[config.mk]
export PLATFORM = sky130hd
export DESIGN_NAME = bitcrusher_hold_and_quantize
export DESIGN_NICKNAME = d
export VERILOG_FILES = /design/src/rtl/core/bhq_pkg.sv /design/src/rtl/core/bitcrusher_hold_and_quantize.sv /design/src/rtl/core/bhq_fifo.sv /design/src/rtl/core/bhq_hold.sv /design/src/rtl/core/bhq_quant.sv
export SDC_FILE = /design/constraint.sdc
export NUM_CORES = 2
export LEC_CHECK = 0
export CORE_MARGIN = 2
export CORE_UTILIZATION = 39
export DETAILED_ROUTE_END_ITERATION = 10
export DONT_BUFFER_PORTS = 1
export MAX_ROUTING_LAYER = met4
export PLACE_DENSITY = 0.54
export SETUP_SLACK_MARGIN = 0.1
export SLEW_MARGIN = 20
export SYNTH_ARGS = -nofsm -noshare
export SYNTH_HDL_FRONTEND = slang
export SYNTH_HIERARCHICAL = 1
export SYNTH_SLANG_ARGS = --single-unit
export TNS_END_PERCENT = 30
[constraint.sdc]
create_clock -name clk -period 24.3 [get_ports clk]
set_input_delay 3.645 -clock clk [delete_from_list [all_inputs] [get_ports clk]]
set_output_delay 3.645 -clock clk [all_outputs]
set_load 0.02 [all_outputs]
[src/rtl/core/bhq_pkg.sv]
// Package for the bitcrusher hold-and-quantize block.
// Holds register widths, reset values, register indexes and the config struct.
// No dependencies.
package bhq_pkg;

    localparam int HOLD_W     = 23;
    localparam int LEVELS_W   = 24;
    localparam int STEP_W     = 29;
    localparam int CFG_W      = 29;
    localparam int CFG_IDX_W  = 2;
    localparam int CNT_W      = HOLD_W + 1;
    localparam int LEVEL_FRAC = 8;
    localparam int STEP_FRAC  = 32;

    localparam logic [CFG_IDX_W-1:0] REG_HOLD_INTERVAL = 2'd0;
    localparam logic [CFG_IDX_W-1:0] REG_QUANT_LEVELS  = 2'd1;
    localparam logic [CFG_IDX_W-1:0] REG_QUANT_STEP    = 2'd2;

    localparam logic [HOLD_W-1:0]   HOLD_INTERVAL_RST = 23'd65536;
    localparam logic [LEVELS_W-1:0] QUANT_LEVELS_RST  = 24'd16776960;
    localparam logic [STEP_W-1:0]   QUANT_STEP_RST    = 29'd65537;

    localparam logic [CNT_W-1:0] ONE_SAMPLE = 24'd65536;

    localparam int MID_DEPTH = 4;
    localparam int OUT_DEPTH = 4;
    localparam int OUT_CNT_W = $clog2(OUT_DEPTH) + 1;
    localparam int MID_CNT_W = $clog2(MID_DEPTH) + 1;

    localparam int CHANNELS_DEF    = 2;
    localparam int SAMPLE_BITS_DEF = 24;

    typedef struct packed {
        logic [HOLD_W-1:0]   hold_interval;
        logic [LEVELS_W-1:0] quant_levels;
        logic [STEP_W-1:0]   quant_step;
    } cfg_t;

endpackage

[src/rtl/core/bitcrusher_hold_and_quantize.sv]
// Top level of the bitcrusher: config registers, hold front end, middle queue,
// quantizer back end and result queue.
// Uses bhq_pkg, bhq_hold, bhq_quant, bhq_fifo.
//
//  channel   | ports                          | handshake
//  ----------+--------------------------------+---------------------------
//  input     | sample_in, channel             | push / full
//  result    | sample_out                     | pop / empty
//  config    | wr_index, wr_data              | wr_en, no wait
//
// One request per cycle while full is low; a request goes through the middle queue,
// the quantizer stages and the result queue. When the counter plus one sample
// reaches twice the interval or more (after an interval write, or with an interval
// below one sample) the remainder is found bit-serially; full stays high meanwhile.
// Reset clears config to defaults, all hold counters and held samples, and queues.
// full rises when the middle queue is full or the remainder unit is busy.
module bitcrusher_hold_and_quantize #(
    parameter int CHANNELS    = bhq_pkg::CHANNELS_DEF,
    parameter int SAMPLE_BITS = bhq_pkg::SAMPLE_BITS_DEF
) (
    input  logic                             clk,
    input  logic                             rst_n,
    input  logic                             push,
    output logic                             full,
    input  logic signed [SAMPLE_BITS-1:0]    sample_in,
    input  logic                             channel,
    output logic                             empty,
    input  logic                             pop,
    output logic signed [SAMPLE_BITS-1:0]    sample_out,
    input  logic                             wr_en,
    input  logic [bhq_pkg::CFG_IDX_W-1:0]    wr_index,
    input  logic [bhq_pkg::CFG_W-1:0]        wr_data
);

    import bhq_pkg::*;

    logic [HOLD_W-1:0]      hold_interval_reg;
    logic [LEVELS_W-1:0]    quant_levels_reg;
    logic [STEP_W-1:0]      quant_step_reg;
    cfg_t                   cfg;

    logic                   front_ready;
    logic                   mid_push;
    logic [SAMPLE_BITS-1:0] mid_push_data;
    logic                   mid_pop;
    logic [SAMPLE_BITS-1:0] mid_pop_data;
    logic                   mid_full;
    logic                   mid_empty;
    logic [MID_CNT_W-1:0]   mid_count;

    logic                   out_push;
    logic [SAMPLE_BITS-1:0] out_push_data;
    logic [SAMPLE_BITS-1:0] out_pop_data;
    logic                   out_full;
    logic [OUT_CNT_W-1:0]   out_count;

    always_ff @(posedge clk or negedge rst_n)
    begin
        if (!rst_n)
        begin
            hold_interval_reg <= HOLD_INTERVAL_RST;
            quant_levels_reg  <= QUANT_LEVELS_RST;
            quant_step_reg    <= QUANT_STEP_RST;
        end
        else if (wr_en)
        begin
            unique case (wr_index)
                REG_HOLD_INTERVAL: hold_interval_reg <= wr_data[HOLD_W-1:0];
                REG_QUANT_LEVELS:  quant_levels_reg  <= wr_data[LEVELS_W-1:0];
                REG_QUANT_STEP:    quant_step_reg    <= wr_data[STEP_W-1:0];
                default:
                begin
                end
            endcase
        end
    end

    assign cfg.hold_interval = hold_interval_reg;
    assign cfg.quant_levels  = quant_levels_reg;
    assign cfg.quant_step    = quant_step_reg;

    assign full = !front_ready;

    bhq_hold #(
        .CHANNELS    (CHANNELS),
        .SAMPLE_BITS (SAMPLE_BITS)
    ) u_hold (
        .clk       (clk),
        .rst_n     (rst_n),
        .cfg       (cfg),
        .push      (push),
        .sample_in (sample_in),
        .channel   (channel),
        .ready     (front_ready),
        .q_full    (mid_full),
        .q_push    (mid_push),
        .q_data    (mid_push_data)
    );

    bhq_fifo #(
        .WIDTH (SAMPLE_BITS),
        .DEPTH (MID_DEPTH)
    ) u_mid_fifo (
        .clk       (clk),
        .rst_n     (rst_n),
        .push      (mid_push),
        .push_data (mid_push_data),
        .pop       (mid_pop),
        .pop_data  (mid_pop_data),
        .full      (mid_full),
        .empty     (mid_empty),
        .count     (mid_count)
    );

    bhq_quant #(
        .SAMPLE_BITS (SAMPLE_BITS)
    ) u_quant (
        .clk       (clk),
        .rst_n     (rst_n),
        .cfg       (cfg),
        .in_empty  (mid_empty),
        .in_data   (mid_pop_data),
        .in_pop    (mid_pop),
        .out_count (out_count),
        .out_push  (out_push),
        .out_data  (out_push_data)
    );

    bhq_fifo #(
        .WIDTH (SAMPLE_BITS),
        .DEPTH (OUT_DEPTH)
    ) u_out_fifo (
        .clk       (clk),
        .rst_n     (rst_n),
        .push      (out_push),
        .push_data (out_push_data),
        .pop       (pop),
        .pop_data  (out_pop_data),
        .full      (out_full),
        .empty     (empty),
        .count     (out_count)
    );

    assign sample_out = out_pop_data;

    // result queue space is reserved before a sample enters the quantizer
    a_out_no_overflow: assert property (@(posedge clk) disable iff (!rst_n)
        !(out_push && out_full))
        else $error("result queue overflow");

    a_mid_no_overflow: assert property (@(posedge clk) disable iff (!rst_n)
        !(mid_push && mid_full))
        else $error("middle queue overflow");

    a_mid_no_underflow: assert property (@(posedge clk) disable iff (!rst_n)
        !(mid_pop && mid_empty))
        else $error("quantizer popped an empty queue");

    a_mid_count_bound: assert property (@(posedge clk) disable iff (!rst_n)
        mid_push |=> (mid_count != '0))
        else $error("middle queue lost a request");

endmodule

[src/rtl/core/bhq_fifo.sv]
// Small show-ahead register queue with occupancy count.
// Used between the hold front end and the quantizer, and for results.
// No package dependencies.
module bhq_fifo #(
    parameter int WIDTH = 24,
    parameter int DEPTH = 4
) (
    input  logic                       clk,
    input  logic                       rst_n,
    input  logic                       push,
    input  logic [WIDTH-1:0]           push_data,
    input  logic                       pop,
    output logic [WIDTH-1:0]           pop_data,
    output logic                       full,
    output logic                       empty,
    output logic [$clog2(DEPTH):0]     count
);

    localparam int AW = $clog2(DEPTH);

    logic [WIDTH-1:0] mem [DEPTH];
    logic [AW-1:0]    wr_ptr_reg;
    logic [AW-1:0]    wr_ptr_next;
    logic [AW-1:0]    rd_ptr_reg;
    logic [AW-1:0]    rd_ptr_next;
    logic [AW:0]      count_reg;
    logic [AW:0]      count_next;
    logic             do_push;
    logic             do_pop;

    assign full     = (count_reg == (AW+1)'(DEPTH));
    assign empty    = (count_reg == '0);
    assign count    = count_reg;
    assign pop_data = mem[rd_ptr_reg];
    assign do_push  = push && !full;
    assign do_pop   = pop && !empty;

    always_comb
    begin
        wr_ptr_next = do_push ? wr_ptr_reg + 1'b1 : wr_ptr_reg;
        rd_ptr_next = do_pop ? rd_ptr_reg + 1'b1 : rd_ptr_reg;
        count_next  = count_reg;
        if (do_push && !do_pop)
        begin
            count_next = count_reg + 1'b1;
        end
        else if (do_pop && !do_push)
        begin
            count_next = count_reg - 1'b1;
        end
    end

    always_ff @(posedge clk or negedge rst_n)
    begin
        if (!rst_n)
        begin
            wr_ptr_reg <= '0;
            rd_ptr_reg <= '0;
            count_reg  <= '0;
        end
        else
        begin
            wr_ptr_reg <= wr_ptr_next;
            rd_ptr_reg <= rd_ptr_next;
            count_reg  <= count_next;
        end
    end

    always_ff @(posedge clk)
    begin
        if (do_push)
        begin
            mem[wr_ptr_reg] <= push_data;
        end
    end

endmodule

[src/rtl/core/bhq_hold.sv]
// Front end: per-channel hold counters and held samples (sample-rate reduction).
// Uses bhq_pkg; a bit-serial remainder handles counters far past the interval.
// Pushes the channel's held sample into the middle queue.
module bhq_hold #(
    parameter int CHANNELS    = bhq_pkg::CHANNELS_DEF,
    parameter int SAMPLE_BITS = bhq_pkg::SAMPLE_BITS_DEF
) (
    input  logic                          clk,
    input  logic                          rst_n,
    input  bhq_pkg::cfg_t                 cfg,
    input  logic                          push,
    input  logic signed [SAMPLE_BITS-1:0] sample_in,
    input  logic                          channel,
    output logic                          ready,
    input  logic                          q_full,
    output logic                          q_push,
    output logic [SAMPLE_BITS-1:0]        q_data
);

    import bhq_pkg::*;

    localparam int CH_W  = (CHANNELS > 1) ? $clog2(CHANNELS) : 1;
    localparam int BIT_W = $clog2(CNT_W);

    localparam logic ST_IDLE = 1'b0;
    localparam logic ST_MOD  = 1'b1;

    logic                   state_reg;
    logic                   state_next;
    logic [HOLD_W-1:0]      hold_count_reg [CHANNELS];
    logic [SAMPLE_BITS-1:0] held_sample_reg [CHANNELS];

    logic [HOLD_W-1:0]      rem_reg;
    logic [HOLD_W-1:0]      rem_next;
    logic [CNT_W-1:0]       div_reg;
    logic [CNT_W-1:0]       div_next;
    logic [BIT_W-1:0]       bit_reg;
    logic [BIT_W-1:0]       bit_next;
    logic [SAMPLE_BITS-1:0] pend_sample_reg;
    logic [SAMPLE_BITS-1:0] pend_sample_next;
    logic [CH_W-1:0]        pend_ch_reg;
    logic [CH_W-1:0]        pend_ch_next;

    logic [CH_W-1:0]        ch_sel;
    logic                   accept;
    logic [CNT_W-1:0]       ivl;
    logic [CNT_W-1:0]       cnt;
    logic [CNT_W:0]         diff;
    logic                   reach;
    logic                   fast;
    logic [CNT_W-1:0]       rem_sh;
    logic [CNT_W-1:0]       rem_new;

    logic                   hc_we;
    logic                   held_we;
    logic [CH_W-1:0]        wr_idx;
    logic [HOLD_W-1:0]      hc_wdata;
    logic [SAMPLE_BITS-1:0] held_wdata;

    always_comb
    begin
        if (CHANNELS == 1)
        begin
            ch_sel = '0;
        end
        else
        begin
            ch_sel = CH_W'(channel);
        end
    end

    assign ready   = (state_reg == ST_IDLE) && !q_full;
    assign accept  = push && ready;
    assign ivl     = {1'b0, cfg.hold_interval};
    assign cnt     = {1'b0, hold_count_reg[ch_sel]} + ONE_SAMPLE;
    assign diff    = {1'b0, cnt} - {1'b0, ivl};
    assign reach   = !diff[CNT_W];
    assign fast    = (diff[CNT_W-1:0] < ivl);
    assign rem_sh  = {rem_reg, div_reg[CNT_W-1]};
    assign rem_new = (rem_sh >= ivl) ? rem_sh - ivl : rem_sh;

    always_comb
    begin
        state_next       = state_reg;
        rem_next         = rem_reg;
        div_next         = div_reg;
        bit_next         = bit_reg;
        pend_sample_next = pend_sample_reg;
        pend_ch_next     = pend_ch_reg;
        hc_we            = 1'b0;
        held_we          = 1'b0;
        wr_idx           = ch_sel;
        hc_wdata         = '0;
        held_wdata       = sample_in;
        q_push           = 1'b0;
        q_data           = sample_in;
        unique case (state_reg)
            ST_IDLE:
            begin
                if (accept)
                begin
                    if (ivl == '0)
                    begin
                        hc_we   = 1'b1;
                        held_we = 1'b1;
                        q_push  = 1'b1;
                    end
                    else if (reach)
                    begin
                        if (fast)
                        begin
                            hc_we    = 1'b1;
                            hc_wdata = diff[HOLD_W-1:0];
                            held_we  = 1'b1;
                            q_push   = 1'b1;
                        end
                        else
                        begin
                            state_next       = ST_MOD;
                            rem_next         = '0;
                            div_next         = cnt;
                            bit_next         = BIT_W'(CNT_W - 1);
                            pend_sample_next = sample_in;
                            pend_ch_next     = ch_sel;
                        end
                    end
                    else
                    begin
                        hc_we    = 1'b1;
                        hc_wdata = cnt[HOLD_W-1:0];
                        q_push   = 1'b1;
                        q_data   = held_sample_reg[ch_sel];
                    end
                end
            end
            ST_MOD:
            begin
                rem_next = rem_new[HOLD_W-1:0];
                div_next = div_reg << 1;
                bit_next = bit_reg - 1'b1;
                if (bit_reg == '0)
                begin
                    state_next = ST_IDLE;
                    wr_idx     = pend_ch_reg;
                    hc_we      = 1'b1;
                    hc_wdata   = rem_new[HOLD_W-1:0];
                    held_we    = 1'b1;
                    held_wdata = pend_sample_reg;
                    q_push     = 1'b1;
                    q_data     = pend_sample_reg;
                end
            end
            default:
            begin
                state_next = ST_IDLE;
            end
        endcase
    end

    always_ff @(posedge clk or negedge rst_n)
    begin
        if (!rst_n)
        begin
            state_reg <= ST_IDLE;
            bit_reg   <= '0;
            for (int i = 0; i < CHANNELS; i++)
            begin
                hold_count_reg[i]  <= '0;
                held_sample_reg[i] <= '0;
            end
        end
        else
        begin
            state_reg <= state_next;
            bit_reg   <= bit_next;
            if (hc_we)
            begin
                hold_count_reg[wr_idx] <= hc_wdata;
            end
            if (held_we)
            begin
                held_sample_reg[wr_idx] <= held_wdata;
            end
        end
    end

    always_ff @(posedge clk)
    begin
        rem_reg         <= rem_next;
        div_reg         <= div_next;
        pend_sample_reg <= pend_sample_next;
        pend_ch_reg     <= pend_ch_next;
    end

endmodule

[src/rtl/core/bhq_quant.sv]
// Back end: two-stage quantizer, round(|x| * levels) * step, rounded and saturated.
// Uses bhq_pkg; pulls from the middle queue only when the result queue has room
// for everything in flight.
module bhq_quant #(
    parameter int SAMPLE_BITS = bhq_pkg::SAMPLE_BITS_DEF
) (
    input  logic                            clk,
    input  logic                            rst_n,
    input  bhq_pkg::cfg_t                   cfg,
    input  logic                            in_empty,
    input  logic [SAMPLE_BITS-1:0]          in_data,
    output logic                            in_pop,
    input  logic [bhq_pkg::OUT_CNT_W-1:0]   out_count,
    output logic                            out_push,
    output logic [SAMPLE_BITS-1:0]          out_data
);

    import bhq_pkg::*;

    localparam int SB  = SAMPLE_BITS;
    localparam int PW  = SB + LEVELS_W;
    localparam int SH1 = SB - 1 + LEVEL_FRAC;
    localparam int NW  = PW + 1 - SH1;
    localparam int QW  = NW + STEP_W;
    localparam int SH2 = STEP_FRAC + 1 - SB;
    localparam int RW  = QW + 1 - SH2;

    logic              s1_valid_reg;
    logic              s1_neg_reg;
    logic [PW-1:0]     s1_prod_reg;
    logic              s2_valid_reg;
    logic              s2_neg_reg;
    logic [QW-1:0]     s2_q_reg;

    logic [OUT_CNT_W:0] used;
    logic               in_neg;
    logic [SB-1:0]      in_mag;
    logic [PW:0]        rnd1;
    logic [NW-1:0]      n_val;
    logic [QW:0]        rnd2;
    logic [RW-1:0]      r_val;
    logic               over_pos;
    logic               over_neg;

    assign used   = {1'b0, out_count} + (OUT_CNT_W+1)'(s1_valid_reg)
                  + (OUT_CNT_W+1)'(s2_valid_reg);
    assign in_pop = !in_empty && (used < (OUT_CNT_W+1)'(OUT_DEPTH));

    assign in_neg = in_data[SB-1];
    assign in_mag = in_neg ? (~in_data + 1'b1) : in_data;

    assign rnd1  = {1'b0, s1_prod_reg} + ((PW+1)'(1) << (SH1 - 1));
    assign n_val = rnd1[PW:SH1];

    assign rnd2     = {1'b0, s2_q_reg} + ((QW+1)'(1) << (SH2 - 1));
    assign r_val    = rnd2[QW:SH2];
    assign over_pos = |r_val[RW-1:SB-1];
    assign over_neg = (|r_val[RW-1:SB]) || (r_val[SB-1] && (|r_val[SB-2:0]));

    always_comb
    begin
        if (s2_neg_reg)
        begin
            out_data = over_neg ? {1'b1, {(SB-1){1'b0}}} : (~r_val[SB-1:0] + 1'b1);
        end
        else
        begin
            out_data = over_pos ? {1'b0, {(SB-1){1'b1}}} : r_val[SB-1:0];
        end
    end

    assign out_push = s2_valid_reg;

    always_ff @(posedge clk or negedge rst_n)
    begin
        if (!rst_n)
        begin
            s1_valid_reg <= 1'b0;
            s2_valid_reg <= 1'b0;
        end
        else
        begin
            s1_valid_reg <= in_pop;
            s2_valid_reg <= s1_valid_reg;
        end
    end

    always_ff @(posedge clk)
    begin
        s1_neg_reg  <= in_neg;
        s1_prod_reg <= PW'(in_mag) * PW'(cfg.quant_levels);
        s2_neg_reg  <= s1_neg_reg;
        s2_q_reg    <= QW'(n_val) * QW'(cfg.quant_step);
    end

endmodule

==> impl_results.md <==
* Status: finished, final reports clean
* Global-route wire length before repair at 258000 microns
* PortBufs at 0
* Worst Tran Pin Value at 1170 ps
* IO Pins at 87
* Post-CTS Setup Repair Bufs at 0
* Initial Util at 0.392
* Worst Setup Path Type: register to register
* FILL cells at 15000
* Hold WC Path Type: register to register
* Die area at 0.160 sq mm
* Worst r2r src: u_mid_fifo/rd_ptr_reg[0]$_DFFE_PN0P_
* CTS Buffer Depth at 3
* Clock root buffer: clkbuf_16
* Rows at 145
* Drt wl/cell at 20.4 microns
* Crit path top cell by count: fa_1
* Slowest-stage cell, CP: o41ai_1
* CP arrival at 11710 ps
* Worst skew pair latency at 710 ps
* Tcrit/Tclk final at 0.459
* Finished Cell Area at 0.0656 sq mm
* Commonest cells in the netlist: 1169 x inv_1, 915 x fa_1, 744 x nand2_1
* Crit path capture type: register
* Chip width at 400 microns
* Vias at 41800
* Post-Syn Nets at 7416
* Sequential fraction of the synthesis area at 0.228
* Final nets at 7267
* Flip-flop and latch count after synthesis at 515
* RR Endpoint: u_quant/s1_prod_reg[44]$_DFF_P_
* Synth top area share at 0.300
* Cell taking the most area after synthesis: fa_1
* Util after Layout at 0.421
* Final setup fails at 0
* Total grt overflow at 0
* Gpl congestion at 0.881
* DP HPWL at 120000 microns
* Pre-Repair DR Iteration Count at 8
* Total clock sinks at 515
* RSZ-0062 raised after global routing: false
* Number of global-route vias before repair at 43500
* Largest net degree at the start of global routing at 193
* Inserted Clock Buffers at 59
* First DRT Iteration DRCs at 2577
* Synth unique cells at 112
* Async set-reset flop share out of synthesis at 0.373
* Count leader, synth: inv_1
* Worst setup path end: u_quant/s1_prod_reg[44]$_DFF_P_
* Setup Skew at 60.3 ps
* Hold Buf Count CTS at 0
* Fmax at 89.7 MHz
* Max Cap Violations at 0
* R2R cell count at 31
* Slew Limit Fails at 0
* P&R area growth vs syn at 7.43%
* Final min period at 11150 ps
* Post-DP Area at 0.0634 sq mm
* Critical path origin: u_mid_fifo/rd_ptr_reg[0]$_DFFE_PN0P_
* Syn avg cell area at 10.1 sq um
* Slowest stage delay, CP at 860 ps
* CP Max Fanout at 24
* Synth Instances at 6065
* Clock transition at path regs at 60 ps
* R2R Setup Slk at 13150 ps
* Syn. warnings at 6
* Layout cells sized above 1 at 0.0903
* Chip Height at 400 microns
* Final Hold Fails at 0
* Post-Syn Area at 0.0611 sq mm
* Global Route Usage Sum at 0.216
* Hold slack at 352 ps
* Final ANT Viol Nets at 0
* CTS tree: built
* Post-route DRC at 0
* CTS resizes at 0
* CTS H-Tree Depth at 2
* DRT Wirelength at 164000 microns
* Startpoint types: register
* Dominant cells by area after synthesis: fa_1 30%, edfxtp_1 13%, ha_1 7.7%
* Core ar. at 0.156 sq mm
* Rel. slew slack at 0.218
* Vias/cell at 5.19
* Post-synth EDFFs at 264
* Total negative slack at 0 ps
* Initial antenna violation count at 13
* CP Data Required Time at 24860 ps
* Main flop type after synthesis: edfxtp_1
[layout make-up]
type / instances / area [sq um] / area share
Antenna cell: 35 / 87.6 / 0.00133
Clock buffer: 71 / 1530 / 0.0233
Clock inverter: 41 / 524 / 0.00799
Inverter: 1172 / 4400 / 0.0670
Multi-Input combinational cell: 4082 / 41900 / 0.638
Sequential cell: 515 / 13900 / 0.212
Tap cell: 2058 / 2570 / 0.0392
Timing Repair Buffer: 86 / 713 / 0.0109
[through the flow]
step	std cells	setup slack, ps
after floorplan	6065	13470
after global placement	7909	13190
after detailed placement	7910	13040
after CTS	8022	13030
after global routing	8043	12590
final	8060	13150
[per-layer routing]
layer / part of all wire / GRT usage / wire length [microns]
met4: 0.021 / 0.0457 / 3460
met3: 0.064 / 0.0366 / 10500
met1: 0.46 / 0.301 / 75700
met2: 0.45 / 0.331 / 74500
met5: 0 / - / 0
[logic make-up after synthesis]
kind of cell,count (synthesis),share of synthesized area
adder cells (fa/ha/maj),1290,0.377
flip-flops,515,0.228
AO/OA/AOI/OAI,578,0.0700
AND/OR/NAND/NOR,1750,0.145
multiplexers,283,0.0603
buffers and inverters,1468,0.0942
XOR/XNOR,181,0.0261
[cell usage in the layout, fill, tap and decap left out, drive strengths merged, types with 131 or more instances in the layout]
cell	count
inv	1177
fa	915
nand2	744
and2	522
ha	375
edfxtp	264
dfrtp	173
mux2	158
nor2	143
a21oi	131
[critical path: cells and delay by family (launching register included)]
kind                     cells  cell delay, ps
AO/OA/AOI/OAI                9            3050
XOR/XNOR                     2             310
adder cells (fa/ha/maj)      8            3870
buffers and inverters        7            1040
flip-flops                   1             570
multiplexers                 1             650
AND/OR/NAND/NOR              4            1530
[how the worst min path moves through the flow]
| stage | slack, ps | endpoint | from | cells past startpoint |
|---|---|---|---|---|
| 3_3_place_gp | 340 | u_quant/s2_neg_reg$_DFF_P_ | u_quant/s1_neg_reg$_DFF_P_ | 0 |
| 6_report | 350 | u_quant/s2_neg_reg$_DFF_P_ | u_quant/s1_neg_reg$_DFF_P_ | 0 |
| 3_5_place_dp | 360 | u_quant/s2_neg_reg$_DFF_P_ | u_quant/s1_neg_reg$_DFF_P_ | 0 |
| 2_1_floorplan | 310 | u_quant/s2_neg_reg$_DFF_P_ | u_quant/s1_neg_reg$_DFF_P_ | 0 |
| 4_1_cts | 360 | u_quant/s2_neg_reg$_DFF_P_ | u_quant/s1_neg_reg$_DFF_P_ | 0 |
| 5_1_grt | 350 | u_quant/s2_neg_reg$_DFF_P_ | u_quant/s1_neg_reg$_DFF_P_ | 0 |
Power is not shown: default switching activity piles up to over one toggle a cycle in this logic, so the estimate is an artifact.
